### config.mk
export PLATFORM = sky130hd
export DESIGN_NAME = septet_pack_unpack
export DESIGN_NICKNAME = d
export VERILOG_FILES = /design/src/hdl/spu_pkg.sv /design/src/hdl/spu_front.sv /design/src/hdl/spu_queue.sv /design/src/hdl/spu_back.sv /design/src/hdl/septet_pack_unpack.sv
export SDC_FILE = /design/constraint.sdc
export NUM_CORES = 1
export LEC_CHECK = 0
export BUFFER_PORTS_ARGS = -buffer_cell sky130_fd_sc_hd__buf_2
export CORE_MARGIN = 5
export CORE_UTILIZATION = 54
export DETAILED_ROUTE_END_ITERATION = 12
export GPL_ROUTABILITY_DRIVEN = 0
export PLACE_DENSITY = 0.7
export SLEW_MARGIN = 20
export SYNTH_ARGS = -nofsm -noshare
export SYNTH_HDL_FRONTEND = slang
export SYNTH_HIERARCHICAL = 1
export SYNTH_SLANG_ARGS = --single-unit
### constraint.sdc
create_clock -name i_clk -period 7.9 [get_ports i_clk]
set_input_delay 1.58 -clock i_clk [delete_from_list [all_inputs] [get_ports i_clk]]
set_output_delay 1.58 -clock i_clk [all_outputs]
set_load 0.005 [all_outputs]
### src/hdl/spu_pkg.sv
`timescale 1ns / 1ps

package spu_pkg;

    localparam int GroupW   = 56;
    localparam int ByteW    = 8;
    localparam int SeptW    = 7;
    localparam int IdxW     = 3;
    localparam int ShiftW   = 6;
    localparam int QDepth   = 2;
    localparam int QPtrW    = 1;
    localparam int QCntW    = 2;

    localparam logic       ModePack    = 1'b0;
    localparam logic       ModeUnpack  = 1'b1;

    // Index of the last byte collected or emitted in a group, per mode.
    localparam logic [IdxW-1:0] PackInLast    = 3'd7;
    localparam logic [IdxW-1:0] UnpackInLast  = 3'd6;
    localparam logic [IdxW-1:0] PackOutLast   = 3'd6;
    localparam logic [IdxW-1:0] UnpackOutLast = 3'd7;

    typedef struct packed {
        logic [GroupW-1:0] bits;
        logic              last;
    } t_group;

endpackage

### src/hdl/spu_front.sv
`timescale 1ns / 1ps

module spu_front import spu_pkg::*; (
    input  logic             i_clk,
    input  logic             i_rst_n,
    input  logic             i_mode,
    input  logic             i_clear,
    input  logic             i_accept,
    input  logic [ByteW-1:0] i_in_byte,
    input  logic             i_in_last,
    output logic             o_enq,
    output t_group           o_group
);

    logic [GroupW-1:0] r_bits;
    logic [GroupW-1:0] n_bits;
    logic [IdxW-1:0]   r_count;
    logic [IdxW-1:0]   need_last;
    logic [ShiftW-1:0] shamt;
    logic [GroupW-1:0] field;
    logic              complete;

    always_comb begin
        if (i_mode == ModeUnpack) begin
            need_last = UnpackInLast;
            shamt     = {r_count, 3'b000};
            field     = {{(GroupW-ByteW){1'b0}}, i_in_byte};
        end else begin
            need_last = PackInLast;
            shamt     = {r_count, 3'b000} - {3'b000, r_count};
            field     = {{(GroupW-SeptW){1'b0}}, i_in_byte[SeptW-1:0]};
        end
        n_bits   = r_bits | (field << shamt);
        complete = i_accept && ((r_count == need_last) || i_in_last);
    end

    assign o_enq        = complete;
    assign o_group.bits = n_bits;
    assign o_group.last = i_in_last;

    always_ff @(posedge i_clk) begin
        if (!i_rst_n || i_clear || complete) begin
            r_bits  <= '0;
            r_count <= '0;
        end else if (i_accept) begin
            r_bits  <= n_bits;
            r_count <= r_count + 1'b1;
        end
    end

endmodule

### src/hdl/spu_queue.sv
`timescale 1ns / 1ps

module spu_queue import spu_pkg::*; (
    input  logic   i_clk,
    input  logic   i_rst_n,
    input  logic   i_enq,
    input  t_group i_data,
    input  logic   i_deq,
    output t_group o_data,
    output logic   o_valid,
    output logic   o_full
);

    t_group            r_mem [QDepth];
    logic [QPtrW-1:0]  r_wr;
    logic [QPtrW-1:0]  r_rd;
    logic [QCntW-1:0]  r_cnt;

    assign o_data  = r_mem[r_rd];
    assign o_valid = (r_cnt != '0);
    assign o_full  = (r_cnt == QCntW'(QDepth));

    always_ff @(posedge i_clk) begin
        if (i_enq) begin
            r_mem[r_wr] <= i_data;
        end
    end

    always_ff @(posedge i_clk) begin
        if (!i_rst_n) begin
            r_wr  <= '0;
            r_rd  <= '0;
            r_cnt <= '0;
        end else begin
            if (i_enq) begin
                r_wr <= r_wr + 1'b1;
            end
            if (i_deq) begin
                r_rd <= r_rd + 1'b1;
            end
            if (i_enq && !i_deq) begin
                r_cnt <= r_cnt + 1'b1;
            end else if (!i_enq && i_deq) begin
                r_cnt <= r_cnt - 1'b1;
            end
        end
    end

endmodule

### src/hdl/spu_back.sv
`timescale 1ns / 1ps

module spu_back import spu_pkg::*; (
    input  logic             i_clk,
    input  logic             i_rst_n,
    input  logic             i_mode,
    input  t_group           i_group,
    input  logic             i_valid,
    output logic             o_deq,
    output logic             o_empty,
    input  logic             i_pop,
    output logic [ByteW-1:0] o_out_byte,
    output logic             o_out_last
);

    logic [IdxW-1:0]   r_idx;
    logic              r_out_valid;
    logic [ByteW-1:0]  r_out_byte;
    logic              r_out_last;
    logic [IdxW-1:0]   emit_last;
    logic [ShiftW-1:0] shamt;
    logic [GroupW-1:0] shifted;
    logic [ByteW-1:0]  n_byte;
    logic              load;
    logic              at_end;

    always_comb begin
        if (i_mode == ModeUnpack) begin
            emit_last = UnpackOutLast;
            shamt     = {r_idx, 3'b000} - {3'b000, r_idx};
        end else begin
            emit_last = PackOutLast;
            shamt     = {r_idx, 3'b000};
        end
        shifted = i_group.bits >> shamt;
        if (i_mode == ModeUnpack) begin
            n_byte = {1'b0, shifted[SeptW-1:0]};
        end else begin
            n_byte = shifted[ByteW-1:0];
        end
        load   = i_valid && (!r_out_valid || i_pop);
        at_end = (r_idx == emit_last);
    end

    assign o_deq      = load && at_end;
    assign o_empty    = !r_out_valid;
    assign o_out_byte = r_out_byte;
    assign o_out_last = r_out_last;

    always_ff @(posedge i_clk) begin
        if (load) begin
            r_out_byte <= n_byte;
            r_out_last <= i_group.last && at_end;
        end
    end

    always_ff @(posedge i_clk) begin
        if (!i_rst_n) begin
            r_idx       <= '0;
            r_out_valid <= 1'b0;
        end else begin
            if (load) begin
                r_out_valid <= 1'b1;
                r_idx       <= at_end ? '0 : r_idx + 1'b1;
            end else if (i_pop) begin
                r_out_valid <= 1'b0;
            end
        end
    end

endmodule

### src/hdl/septet_pack_unpack.sv
`timescale 1ns / 1ps
// Septet packer and unpacker for byte streams.
// Input channel: a word (i_in_byte, i_in_last) is taken at a clock edge where push is high
// and full is low. In pack mode the low 7 bits of eight words form seven output words; in
// unpack mode seven words expand into eight 7-bit output words with the top bit clear.
// A word with i_in_last set flushes the group, zero-padded, and marks the final output word.
// Output channel: while empty is low the oldest word is on o_out_byte and o_out_last, and
// it is taken at an edge where pop is high.
// The first output word of a group is written into the queue and then into the output
// register before it is shown, when the serializer is free.
// Throughput: input is taken one word per cycle while the two-group queue between the
// collector and the serializer has room; the serializer sends one word per cycle while the
// receiver pops, so in unpack mode, where seven input words give eight, it limits the input.
// A stalled receiver fills the queue and then raises full; nothing is dropped.
// Configuration: i_cfg_we writes the mode (0 pack, 1 unpack) and clears a partial group;
// write only while the block is idle.
// Reset: synchronous, active low; mode returns to pack and the queue and output register are emptied.

module septet_pack_unpack import spu_pkg::*; (
    input  logic             i_clk,
    input  logic             i_rst_n,
    input  logic             i_cfg_we,
    input  logic             i_cfg_wdata,
    input  logic             push,
    output logic             full,
    input  logic [ByteW-1:0] i_in_byte,
    input  logic             i_in_last,
    output logic             empty,
    input  logic             pop,
    output logic [ByteW-1:0] o_out_byte,
    output logic             o_out_last
);

    logic   r_mode;
    logic   accept;
    logic   enq;
    logic   deq;
    logic   q_valid;
    logic   q_full;
    t_group enq_group;
    t_group head_group;

    always_ff @(posedge i_clk) begin
        if (!i_rst_n) begin
            r_mode <= ModePack;
        end else if (i_cfg_we) begin
            r_mode <= i_cfg_wdata;
        end
    end

    assign full   = q_full;
    assign accept = push && !q_full;

    spu_front u_front (
        .i_clk     (i_clk),
        .i_rst_n   (i_rst_n),
        .i_mode    (r_mode),
        .i_clear   (i_cfg_we),
        .i_accept  (accept),
        .i_in_byte (i_in_byte),
        .i_in_last (i_in_last),
        .o_enq     (enq),
        .o_group   (enq_group)
    );

    spu_queue u_queue (
        .i_clk   (i_clk),
        .i_rst_n (i_rst_n),
        .i_enq   (enq),
        .i_data  (enq_group),
        .i_deq   (deq),
        .o_data  (head_group),
        .o_valid (q_valid),
        .o_full  (q_full)
    );

    spu_back u_back (
        .i_clk      (i_clk),
        .i_rst_n    (i_rst_n),
        .i_mode     (r_mode),
        .i_group    (head_group),
        .i_valid    (q_valid),
        .o_deq      (deq),
        .o_empty    (empty),
        .i_pop      (pop),
        .o_out_byte (o_out_byte),
        .o_out_last (o_out_last)
    );

endmodule
==> flow_metrics.py <==
metrics = {
    "yosys": {
        "synth_ff_type": "edfxtp_1",
        "synth_cell_type_count": 75,
        "syn_avg_cell_area_um2": 11.9,
        "synth_fp_nets": 912,
        "yosysMostFrequentCell": "edfxtp_1",
        "ys_top_cells_by_count": "edfxtp_1, dfxtp_1, mux2_2, nand2_1, mux2i_1",
        "synth_cells": 889,
        "yosysSeqAreaShare_pct": 48.1,
        "synth_edf_count": 123,
        "synth_seq_cells": 192,
        "netlist_area_mm2": 0.0106,
        "async_flop_share_pct": 0,
        "yosys_warnings": 6,
        "synth_top_cell_area_share_pct": 35.0,
        "synthTopCellsByArea": "edfxtp_1, dfxtp_1, mux2_2, mux4_2, mux2i_1",
        "synth_top_area_cell": "edfxtp_1",
    },
    "timing": {
        "worst_pin_slew_ns": 1.02,
        "max_freq_mhz": 283,
        "maxSlewViolCount": 0,
        "finalCritPeriodShare_pct": 44.7,
        "min_period_ns": 3.53,
        "relSlewSlack_pct": 32.3,
        "setup_viol": 0,
        "setup_tns_ns": 0,
        "rsz0062_at_grt": "false",
        "fin_skew_ns": 0.0110,
        "finalHoldViolCount": 0,
    },
    "route": {
        "remaining_drc_errors": 0,
        "wl_per_cell_um": 20.5,
        "drtIter0Drc": 622,
        "routed_wl_um": 23700,
        "vias_per_cell": 6.09,
        "num_vias": 7043,
        "drt_first_pass_iters": 5,
        "ant_nets": 0,
    },
    "die": {
        "initial_core_util_pct": 54.6,
        "die_y_um": 150,
        "ios": 26,
        "coreArea_mm2": 0.0193,
        "rows": 51,
        "die_w_um": 150,
        "die_area_mm2": 0.0225,
    },
    "placed_design": {
        "dp_hpwl_um": 16700,
        "place_area_mm2": 0.0107,
        "port_buffers": 25,
    },
    "cts": {
        "clkSlewWorstSetupHoldPaths_ns": 0.07,
        "cts_buffers": 17,
        "cts_resized": 0,
        "cts_root_buf": "clkbuf_16",
        "cts_tree": "yes",
        "post_cts_buffers": 0,
        "cts_max_level": 4,
        "clkSinkCount": 192,
        "clk_latency_ns": 0.44,
        "cts_buffer_depth": 2,
        "hold_buffers": 0,
    },
    "finish": {
        "multiInputGateArea_mm2": 0.00503,
        "final_net_count": 901,
        "fillers": 1599,
        "drive_gt1_share_pct": 21.9,
        "seq_area_mm2": 0.00508,
        "antenna_cells": 0,
        "design_area_mm2": 0.0113,
        "area_growth_syn_to_layout_pct": 6.60,
    },
    "critical_path": {
        "arrival_ns": 3.91,
        "required_ns": 8.28,
        "cp-startpoint": "r_mode",
        "path_class": "register to register",
        "critPathLaunchType": "register",
        "r2r_start": "r_mode",
        "end_kind": "register",
        "crit_fanout": 25,
    },
    "power_and_ir_drop": {
        "irDropWorstVdd_mv": 0.156,
        "leakage_nw": 4.14,
        "powerDensity_mw_per_mm2": 206,
    },
    "grt": {
        "overflow": 0,
        "grt_max_degree": 59,
        "antenna_found_initial": 0,
        "grt_pass1_vias": 6578,
        "grt_use_total_pct": 22.0,
        "grt_pass1_wl_um": 37900,
    },
    "min_path": {
        "hold_start": "u_front/r_bits[8]",
        "hold_class": "register to register",
    },
    "job": {
        "drv_cap": 0,
    },
    "status": {
        "outcome": "finished, final reports clean",
    },
}
-- final timing paths --
| check | end | slack (ns) | cells past startpoint |
|---|---|---|---|
| worst max-delay path | u_front/r_bits[34] | 4.37 | 8 |
| worst min-delay path | u_front/r_bits[8] | 0.45 | 2 |
| worst max register to register | u_front/r_bits[34] | 4.37 | 8 |
| worst min register to register | u_front/r_bits[8] | 0.45 | 2 |
-- per-layer routing --
layer  global-route usage [%]  up-vias  share of wire (%)
met4                     7.41        0                2.3
met3                     3.73       36                5.4
met1                     32.1     3427                 47
met5                        0        -                  0
met2                     33.5      204                 46
li1                         -     3376                  -
-- critical path: stages (launching register included) --
cell	delay, ns
dfxtp_1	0.81
buf_4	0.38
inv_1	0.15
ha_1	0.38
mux2_2	0.34
mux2i_1	0.13
nor3_1	0.74
a221o_1	0.37
o211a_1	0.17
-- final cells by class --
class	instances	share of cell area, %
inverters	16	0.534
multi-input cells	617	44.7
flip-flops and latches	192	45.1
clock buffers	19	3.85
repair buffers	34	1.71
clock inverters	13	1.16
well taps	265	2.95
-- sequential cells by signal (all words and copies together) (netlist names), named ones only --
name	cells
u_queue/r_mem	114
u_front/r_bits	56
u_back/o_out_byte	8
u_back/r_idx	3
u_front/r_count	3
u_queue/r_cnt	2
r_mode	1
u_back/o_out_last	1
u_back/r_out_valid	1
u_queue/r_rd	1
u_queue/r_wr	1
-- report_power, final --
group	switching [mW]	internal [mW]	total [mW]
Sequential	0.0173	1.11	1.13
Combinational	0.226	0.146	0.372
Clock	0.378	0.442	0.820
Total	0.622	1.70	2.32
-- logic make-up after synthesis --
group                      synth area share (%)
adders and majority gates                 0.948
AOI/OAI and AO/OA                          15.5
DFF                                        48.1
buffers and inverters                      4.55
muxes                                      20.5
and+or+nand+nor                            9.23
xor gates and xnor gates                   1.21
-- placed cells by master, fill, tap and decap left out, drive strengths merged, types with 5 or more instances in the layout --
cell type / Yosys / final
and2: 12 / 12
buf: 48 / 34
o211ai: 18 / 18
o21bai: 14 / 14
mux4: 31 / 31
a22oi: 10 / 10
nor3b: 5 / 5
and3: 11 / 11
inv: 16 / 21
xnor2: 5 / 5
a221o: 15 / 15
nor2: 47 / 47
edfxtp: 123 / 123
nor2b: 9 / 9
mux2i: 65 / 65
nand2: 69 / 69
a31oi: 14 / 14
nor3: 10 / 10
nand3: 11 / 11
a211oi: 5 / 5
clkbuf: 16 / 19
a21oi: 32 / 32
ha: 8 / 8
o211a: 10 / 10
xor2: 7 / 7
mux2: 71 / 71
o21ai: 57 / 57
a32o: 5 / 5
nand2b: 7 / 7
a21o: 25 / 25
dfxtp: 69 / 69
-- through the flow --
step	utilization [%]	hold slack [ns]	power, mW	std cells	setup slack [ns]
after floorplan	-	0.419	1.44	889	2.30
final	58.2	0.453	2.32	1156	4.37
after CTS	58.2	0.455	2.33	1156	4.43
after detailed placement	55.3	0.438	1.52	1124	4.22
after global routing	58.2	0.473	2.42	1156	4.19
after global placement	55.3	0.426	1.51	1124	4.26
No activity file was read; power rests on OpenSTA's default activity.
